## src/design/pcbfm_pkg.sv

```systemverilog
// Package for the per-core busy fraction meter.
// Holds payload structs, status codes, controller states and control/status bundles.
// No dependencies.
package pcbfm_pkg;

  localparam int CORE_W = 7;
  localparam int TICK_W = 32;
  localparam int FRAC_W = 16;
  localparam int STAT_W = 2;
  localparam int CCNT_W = 8;

  // number of pair-add steps that fold the eight counters into the total
  localparam int SUM_STEPS = 4;

  localparam logic [STAT_W-1:0] STATUS_VALID = 2'd0;
  localparam logic [STAT_W-1:0] STATUS_FIRST = 2'd1;
  localparam logic [STAT_W-1:0] STATUS_ZERO  = 2'd2;
  localparam logic [STAT_W-1:0] STATUS_BAD   = 2'd3;

  localparam logic [CCNT_W-1:0] CORE_COUNT_RESET = 8'd128;

  typedef struct packed {
    logic [CORE_W-1:0] core_index;
    logic [TICK_W-1:0] user_ticks;
    logic [TICK_W-1:0] nice_ticks;
    logic [TICK_W-1:0] system_ticks;
    logic [TICK_W-1:0] idle_ticks;
    logic [TICK_W-1:0] iowait_ticks;
    logic [TICK_W-1:0] irq_ticks;
    logic [TICK_W-1:0] softirq_ticks;
    logic [TICK_W-1:0] steal_ticks;
  } sample_t;

  typedef struct packed {
    logic [CORE_W-1:0] result_core;
    logic [FRAC_W-1:0] busy_fraction;
    logic [STAT_W-1:0] status_code;
  } result_t;

  typedef enum logic [2:0] {
    ST_IDLE,
    ST_SUM,
    ST_DELTA,
    ST_PREP,
    ST_DIVIDE,
    ST_DONE
  } ctrl_state_t;

  typedef struct packed {
    logic load;      // capture sample, read history
    logic sum_step;  // fold one counter pair into the total
    logic delta;     // form deltas, write back history
    logic prep;      // classify, seed divider
    logic div_step;  // one restoring-division step
  } dp_cmd_t;

  typedef struct packed {
    logic bad;       // index rejected at load
    logic skip_div;  // result settled without division
  } dp_stat_t;

endpackage

```

## src/design/pcbfm_ctrl.sv

```systemverilog
// Controller of the busy fraction meter: sequences load, sum, delta, prep,
// divide and report phases.
// Depends on pcbfm_pkg.
module pcbfm_ctrl #(
  parameter int FRAC_BITS = 16
) (
  input  logic                clk,
  input  logic                rst,
  input  logic                start,
  input  pcbfm_pkg::dp_stat_t stat,
  output pcbfm_pkg::dp_cmd_t  cmd,
  output logic                busy,
  output logic                done
);
  import pcbfm_pkg::*;

  localparam int CW = $clog2(FRAC_BITS);

  ctrl_state_t   state;
  ctrl_state_t   state_next;
  logic [CW-1:0] step;
  logic [CW-1:0] step_next;

  always_ff @(posedge clk) begin
    if (rst) begin
      state <= ST_IDLE;
      step  <= '0;
    end else begin
      state <= state_next;
      step  <= step_next;
    end
  end

  always_comb begin
    state_next = state;
    case (state)
      ST_IDLE: begin
        if (start) begin
          state_next = ST_SUM;
        end
      end
      ST_SUM: begin
        if (stat.bad) begin
          state_next = ST_DONE;
        end else if (step == CW'(SUM_STEPS - 1)) begin
          state_next = ST_DELTA;
        end
      end
      ST_DELTA: begin
        state_next = ST_PREP;
      end
      ST_PREP: begin
        state_next = stat.skip_div ? ST_DONE : ST_DIVIDE;
      end
      ST_DIVIDE: begin
        if (step == CW'(FRAC_BITS - 1)) begin
          state_next = ST_DONE;
        end
      end
      ST_DONE: begin
        state_next = ST_IDLE;
      end
      default: begin
        state_next = ST_IDLE;
      end
    endcase
  end

  // step counts within a phase, restarting on every state change
  assign step_next = (state_next != state) ? '0 : step + CW'(1);

  always_comb begin
    cmd  = '0;
    busy = 1'b1;
    done = 1'b0;
    case (state)
      ST_IDLE: begin
        busy     = 1'b0;
        cmd.load = start;
      end
      ST_SUM: begin
        cmd.sum_step = !stat.bad;
      end
      ST_DELTA: begin
        cmd.delta = 1'b1;
      end
      ST_PREP: begin
        cmd.prep = 1'b1;
      end
      ST_DIVIDE: begin
        cmd.div_step = 1'b1;
      end
      ST_DONE: begin
        done = 1'b1;
      end
      default: begin
        busy = 1'b0;
      end
    endcase
  end

endmodule

```

## config.mk

```make
export PLATFORM = sky130hd
export DESIGN_NAME = pcbfm_ctrl
export DESIGN_NICKNAME = d
export VERILOG_FILES = /design/src/design/pcbfm_pkg.sv /design/src/design/pcbfm_ctrl.sv
export SDC_FILE = /design/constraint.sdc
export NUM_CORES = 1
export LEC_CHECK = 0
export CORE_AREA = 2 2 39 41
export DETAILED_ROUTE_END_ITERATION = 10
export DIE_AREA = 0 0 41 43
export DONT_BUFFER_PORTS = 1
export HOLD_SLACK_MARGIN = 0.08
export PLACE_DENSITY = 0.47
export SETUP_SLACK_MARGIN = 0.2
export SLEW_MARGIN = 20
export SYNTH_ARGS = -nofsm -noshare
export SYNTH_HDL_FRONTEND = slang
export SYNTH_SLANG_ARGS = --single-unit
```

## constraint.sdc

```tcl
create_clock -name clk -period 4.25 [get_ports clk]
set_input_delay 0.425 -clock clk [delete_from_list [all_inputs] [get_ports clk]]
set_output_delay 0.425 -clock clk [all_outputs]
set_load 0.02 [all_outputs]
```

== Yosys cells after proc, flatten, opt, wreduce, memory -nomap -nowiden ==
Cells that the tools add are included.

* Output and inout bits: 7
* Flip-flop bits (word level): 7
* Input bits: 5
* Word-level logic and storage cells: 28

* Add/subtract/negate cells: 1
* Muxes and demuxes: 13
* Reductions and logical operators: 4
* Equality and inequality tests: 8

{| class="wikitable"
|+ Operators with widths
! operator !! number
|-
| 3-bit case mux with 5 select lines || 1
|-
| 3-bit two-way mux || 4
|-
| 1-bit two-way mux || 8
|-
| 3-bit by 2-bit equality test with 1-bit output, second input constant || 2
|-
| 3-bit equality test, second input constant || 2
|-
| 5-bit OR reduction || 1
|-
| 4-bit by 1-bit adder with 4-bit output, second input constant || 1
|-
| 4-bit by 2-bit equality test with 1-bit output, second input constant || 1
|-
| 4-bit equality test, second input constant || 1
|-
| 3-bit by 1-bit equality test with 1-bit output, second input constant || 1
|-
| 3-bit zero test || 1
|-
| 3-bit != test || 1
|-
| 2-bit OR reduction || 1
|-
| 1-bit zero test || 1
|}

== Depth between registers and ports, before layout ==
Gate-level depths: netlist (run 1).

* Depth after elaboration: 6
* Gate-level depth with buffers: 4

== Worst setup path after synthesis (run 1) ==
No wires, ideal clock.

* Path kind: register to output
* From: register state[2]
* To: output port cmd[4] in the netlist's numbering
* Buffers on the path: 1
* Stages on the path, launching flop included: 3
* Slack: 2530 ps
* Data arrival time: 1295 ps
* Path through: dfxtp_1 clkbuf_1 nor4b_1

{| class="wikitable"
|+ RTL lines
! item !! line !! text
|-
| start, declared || pcbfm_ctrl.sv:19 || <nowiki>ctrl_state_t state;</nowiki>
|-
| start signal, assigned || pcbfm_ctrl.sv:29 || <nowiki>state <= state_next;</nowiki>
|-
| end, declared || pcbfm_ctrl.sv:11 || <nowiki>output pcbfm_pkg::dp_cmd_t cmd,</nowiki>
|}

==> impl_metrics.toml, run 1 <==
[cells_and_area]
finish.cell_count_without_fillers = 65
antenna-diode-count = 0
ff_latch_area_um2 = 140.1
postLayoutCoreUtil_pct = 30.92
synthesis_to_layout_area_growth_pct = 8.571
nets = 56
fill_cells = 158
multi_input_comb_area_um2 = 234.0
drive_gt1_share_pct = 10.20

[cts]
clock_sink_count = 7
worstSkewPairLatency_ns = 0.24
clk_root_buf = "sky130_fd_sc_hd__clkbuf_4"
clock_path_buffers = 2
holdBufCountCts = 0
h_tree_lvl_count = 1
cts-buffers-inserted = 3
cts.repair_timing.setup_buffer_count = 0
tritoncts = "done"
post_cts.resized_instances = 0
clkTransAtPathRegs_ns = 0.05

[sta]
setup_viol = 0
timing.clock.skew_ns = 0.003979
slew_headroom_pct = 34.88
max_freq_mhz = 511.4
finalCritPeriodShare_pct = 46.01
rsz0062_at_grt = "false"
layout_min_cycle_time_ns = 1.956
finalHoldViolCount = 0
setup_tns_ns = 0
timing.final.max_slew_violations = 0
tightestPinTransition_ns = 0.9632

[synthesis]
share_of_the_synthesized_area_in_the_top_cell_type_pct = 35.56
ys.flop_type = "sky130_fd_sc_hd__dfxtp_1"
ys_async_sr_fraction_pct = 0
synth_commonest_cells = "sky130_fd_sc_hd__dfxtp_1 (7), sky130_fd_sc_hd__nor2_1 (6), sky130_fd_sc_hd__nor3_1 (5), sky130_fd_sc_hd__nor3b_1 (3)"
synthMostInstantiatedCell = "sky130_fd_sc_hd__dfxtp_1"
synth_compound_area_share_pct = 16.51
synth_area_leaders = "sky130_fd_sc_hd__dfxtp_1 (36%), sky130_fd_sc_hd__nor3_1 (6.3%), sky130_fd_sc_hd__nor2_1 (5.7%)"
avgSynthCellArea_um2 = 8.211
synthAdderAreaFrac_pct = 3.175
xor_xnor_share_of_the_synthesized_area_pct = 4.444
fraction_of_synthesized_area_in_multiplexers_pct = 0
mappedNetlistNets = 54
syn_area_um2 = 394.1
synthesis.yosys.warnings = 0
netlist-cell-type-count = 26
synth.ff_latch_count = 7
main_combinational_cell_family_by_area_after_synthesis = "simple AND/OR/NAND/NOR gates"
simple_gate_share_of_the_synthesized_area_pct = 35.24
ys_seq_area_share_pct = 35.56
synth_edf_count = 0
syn_inst = 48
post-synth-top-area-cell = "sky130_fd_sc_hd__dfxtp_1"

[critical_path]
worstPathArrival_ns = 1.53
worst-endpoint-required_ns = 3.83
worstPathMaxFanout = 13
cp_cell_sequence = "nor4b_1"
slowest_delay_ns = 0.87
critical_path.startpoint_type = "flop"
critical_path_class = "reg -> out"
endpoint_type_of_the_worst_setup_path = "output port"
critPathBufInv = 0
crit_slowest_cell = "sky130_fd_sc_hd__nor4b_1"
path_delay_family = "simple AND/OR/NAND/NOR gates"

[placement]
hpwl_um = 600
gpl.final_weighted_congestion = 0.7069
place.port_buffers = 0
dpl.cell_count = 61

[global_route]
grt_util_all_layers_pct = 10.47
globalRoute.busiestLayer = "met2"
vias_in_the_first_global_route = 288
globalRouteMet1Util_pct = 13.31
met3_track_usage_gr_pct = 3.665
grt.overflow.total = 0
grt_first_pass_wirelength_um = 1207
grt_antenna_before_repair = 0
grt_max_degree = 14
grtUsageMet2_pct = 13.75

[routing]
detail_route.wl_per_cell_um = 11.95
antenna_nets_post_route = 0
detail_route.iter0.violations = 5
drt-vias-per-instance = 5.292
vias = 344
number_of_remaining_drc_errors = 0
drt_first_pass_iters = 2
finalWirelength_um = 777

[die]
die-height_um = 43
initial_util_pct = 28.48
fp.coreArea_mm2 = 0.001384
die_area_mm2 = 0.001763
fp-row-count = 14
dieWidth_um = 41
io-pin-count = 12

[worst_hold_path]
hp-class = "in -> reg"

[status]
result_of_the_run = "finished, final reports clean"

[flow_run]
max_cap_violations = 0

[pwr]
power_frac_comb_pct = 16.6
power_switching_share_pct = 27.71
power.ir.vdd_worst_v = 0.0001304
power.share.sequential_pct = 47.6
clock_power_share_pct = 35.7
power_report.internal_total_mw = 0.1179
static_power_due_to_leakage_nw = 0.1641
power_density_mw_per_mm2 = 381.1
power_switching_mw = 0.04520
-- final cells by class --
class | count | share of cell area (%)
clock buffer | 4 | 6.140
inverter | 2 | 1.754
multi-input combinational | 36 | 54.68
sequential | 7 | 32.75
tap | 16 | 4.678
-- placed cells by master (no fill, tap or decap), types with 2 or more instances in the layout --
cell type                  count
sky130_fd_sc_hd__clkbuf_4      3
sky130_fd_sc_hd__dfxtp_1       7
sky130_fd_sc_hd__inv_1         2
sky130_fd_sc_hd__nand2b_1      2
sky130_fd_sc_hd__nor2_1        6
sky130_fd_sc_hd__nor3_1        5
sky130_fd_sc_hd__nor3b_1       3
sky130_fd_sc_hd__o31a_1        2
sky130_fd_sc_hd__or2_2         2
-- flip-flops by register name (all words and copies together) (netlist names) --
signal and count:
state 3, step 4
-- per-layer routing --
layer,share of wire [%],routed length (µm)
met1,45,348
met3,8.4,65
met4,0,0
met5,0,0
met2,47,364
-- final timing paths --
path | slack [ns] | end | from | cells after the start
setup / recovery | 2.29 | cmd[4] | state[2] | 1
hold / removal | 0.25 | state[1] | rst | 1
setup reg to reg | 2.67 | step[3] | step[0] | 4
hold reg to reg | 0.46 | step[0] | step[0] | 1
-- cells by family after synthesis --
family / after synthesis
simple gates: 24
compound gates: 9
flops: 7
buf+inv: 5
xor+xnor: 2
fa+ha+maj: 1
-- power groups by stage --
stage | logic (mW) | clock network [mW] | registers (mW)
after floorplan | 0.0283 | 0 | 0.0745
after global placement | 0.0274 | 0 | 0.0790
after detailed placement | 0.0275 | 0 | 0.0791
after CTS | 0.0276 | 0.0622 | 0.0777
after global routing | 0.0303 | 0.0661 | 0.0788
final | 0.0271 | 0.0583 | 0.0777
-- stage by stage --
| step | setup WS (ns) | area, µm² | power, mW | hold slack, ns |
|---|---|---|---|---|
| finish | 2.294 | 427.9 | 0.1631 | 0.2517 |
| detailed placement | 2.549 | 401.6 | 0.1066 | 0.4571 |
| floorplan | 2.530 | 394.1 | 0.1029 | 0.4332 |
| global placement | 2.562 | 401.6 | 0.1065 | 0.4577 |
| global route | 2.135 | 427.9 | 0.1752 | 0.2364 |
| CTS | 2.274 | 427.9 | 0.1675 | 0.2392 |
Power figures use the tool's default switching activity.
==> inputs of run 2 (changes only) <==
--- a/config.mk
+++ b/config.mk
@@ -10,7 +10,7 @@
 export DIE_AREA = 0 0 41 43
 export DONT_BUFFER_PORTS = 1
 export HOLD_SLACK_MARGIN = 0.08
-export PLACE_DENSITY = 0.47
+export PLACE_DENSITY = 0.49
 export SETUP_SLACK_MARGIN = 0.2
 export SLEW_MARGIN = 20
 export SYNTH_ARGS = -nofsm -noshare
==> constraint.sdc (replaced) <==
create_clock -name clk -period 1.68 [get_ports clk]
set_input_delay 0.168 -clock clk [delete_from_list [all_inputs] [get_ports clk]]
set_output_delay 0.168 -clock clk [all_outputs]
set_load 0.02 [all_outputs]
==> run 2 against run 1 <==
Combinational power rose to 3.3 times the previous value. Sequential power rose to 2.6 times the previous value. Cell area rose by 23%. Non-clock buffer count rose by 8. Routed wire length rose by 10%. Total power rose to 2.7 times the previous value. Critical path type is now reg -> reg.
==> impl_metrics.toml, run 2 (same netlist as run 1, synthesis figures left out) <==
[status]
result_of_the_run = "finished, final reports clean"

[placement]
dpl.cell_count = 67
gpl.final_weighted_congestion = 0.6233
placed_area_um2 = 446.7
hpwl_um = 595.6
place.port_buffers = 0

[sta]
max_freq_mhz = 691.8
setup_viol = 0
setup_tns_ns = 0
timing.final.max_slew_violations = 0
finalCritPeriodShare_pct = 86.05
tightestPinTransition_ns = 0.4417
timing.clock.skew_ns = 0.001527
finalHoldViolCount = 0
rsz0062_at_grt = "true"
layout_min_cycle_time_ns = 1.446
slew_headroom_pct = 70.55

[die]
die-height_um = 43
io-pin-count = 12
initial_util_pct = 28.48
fp-row-count = 14
die_area_mm2 = 0.001763
dieWidth_um = 41
fp.coreArea_mm2 = 0.001384

[pwr]
static_power_due_to_leakage_nw = 0.2077
power.ir.vdd_worst_v = 0.0003440
power_density_mw_per_mm2 = 839.0
total_power_of_the_final_layout_mw = 0.4398

[cts]
clock_sink_count = 7
tritoncts = "done"
clk_root_buf = "sky130_fd_sc_hd__clkbuf_4"
worstSkewPairLatency_ns = 0.24
h_tree_lvl_count = 1
cts-buffers-inserted = 3
clkTransAtPathRegs_ns = 0.05
clock_path_buffers = 2

[routing]
antenna_nets_post_route = 0
detail_route.wl_per_cell_um = 11.71
drt-vias-per-instance = 5.055
detail_route.iter0.violations = 2
vias = 369
drt_first_pass_iters = 3
finalWirelength_um = 855
number_of_remaining_drc_errors = 0

[cells_and_area]
antenna-diode-count = 0
finish.cell_count_without_fillers = 73
fill_cells = 155
largest-register = "step"
layout.cells.most_common_list = "sky130_fd_sc_hd__nor2_1 (6), sky130_fd_sc_hd__buf_4 (6), sky130_fd_sc_hd__nor3_1 (5)"
postLayoutCoreUtil_pct = 37.88
final_area_um2 = 524.3
largestRegisters = "step: 4 flops, state: 3 flops"
number_of_flip_flops_in_the_largest_register = 4
drive_gt1_share_pct = 31.58
multi_input_comb_area_um2 = 259.0
ff_latch_area_um2 = 146.4
synthesis_to_layout_area_growth_pct = 33.02
nets = 64

[global_route]
grt_first_pass_wirelength_um = 1255
vias_in_the_first_global_route = 307
grt_util_all_layers_pct = 10.75
grt.overflow.total = 0
grt_max_degree = 14
grt_antenna_before_repair = 0

[flow_run]
max_cap_violations = 0

[critical_path]
critical_path_class = "reg -> reg"
worst-endpoint-required_ns = 1.81
reg2reg_setup_slack_ns = 0.23
worstPathMaxFanout = 3
endpoint_type_of_the_worst_setup_path = "flop"
worstPathArrival_ns = 1.58
worst_r2r_path_depth = 4
timing.rr.start = "step[1]"
critical_path.startpoint_type = "flop"
critical_path.startpoint = "step[1]"

[worst_hold_path]
worst_hold_path.num_cells = 2
hp-class = "in -> reg"
worstHoldStart = "stat[1]"
run 2: cell types whose count changed in the layout (fill, tap and decap cells not counted):
cell,previous run,this run
sky130_fd_sc_hd__dlygate4sd3_1,0,2
sky130_fd_sc_hd__dfxtp_1,7,4
sky130_fd_sc_hd__ha_4,0,1
sky130_fd_sc_hd__dfxtp_4,0,1
sky130_fd_sc_hd__a31oi_1,1,0
sky130_fd_sc_hd__ha_1,1,0
sky130_fd_sc_hd__a21oi_2,0,1
sky130_fd_sc_hd__dfxtp_2,0,2
sky130_fd_sc_hd__or3b_1,1,0
sky130_fd_sc_hd__a21oi_1,1,0
sky130_fd_sc_hd__or3b_4,0,1
sky130_fd_sc_hd__buf_4,0,6
sky130_fd_sc_hd__a31oi_2,0,1
run 2: repair_timing:
action / in CTS / in global routing
hold endpoints to repair: 1 / 1
setup buffers: 0 / 0
hold buffers: 1 / 1
resized for setup: 6 / 3
pin swaps: 0 / 3
endpoints found under the setup margin: 6 / 9
run 2: metal layers:
layer	vias to the layer above	GRT usage [%]	routed length [µm]
met5	-	0	0
met3	2	2.094	67
li1	188	-	-
met4	0	10.00	14
met1	168	12.90	406
met2	11	15.00	367
run 2: cell type report:
cell class,instances,area share (%)
clock buffers,4,5.012
inverters,2,1.432
flip-flops and latches,7,27.92
repair buffers,8,12.41
well taps,16,3.819
multi-input cells,36,49.40
run 2: through the flow:
step	hold WS, ns	worst slack (ns)
2_1_floorplan	0.2444	0.2038
3_3_place_gp	0.2482	0.1495
3_5_place_dp	0.2475	0.1264
4_1_cts	0.08109	0.1979
5_1_grt	0.1658	0.1666
6_report	0.1690	0.2344
run 2: where the power goes:
part | switching (mW) | leakage [nW] | internal, mW | total [mW]
combinational | 0.0450 | 0.134 | 0.0455 | 0.0905
sequential | 0.0214 | 0.0586 | 0.182 | 0.203
clock | 0.0560 | 0.0150 | 0.0902 | 0.146
total | 0.122 | 0.208 | 0.317 | 0.440
run 2: final timing paths:
| path | to |
|---|---|
| hold reg to reg | step[0] |
| hold / removal | state[0] |
| setup reg to reg | state[0] |
| setup / recovery | state[0] |
run 2: worst max-delay path, stage by stage (launching register included):
cell	delay, ns
sky130_fd_sc_hd__dfxtp_2	0.35
sky130_fd_sc_hd__ha_4	0.14
sky130_fd_sc_hd__or3b_4	0.39
sky130_fd_sc_hd__o211a_1	0.23
sky130_fd_sc_hd__o31a_1	0.22
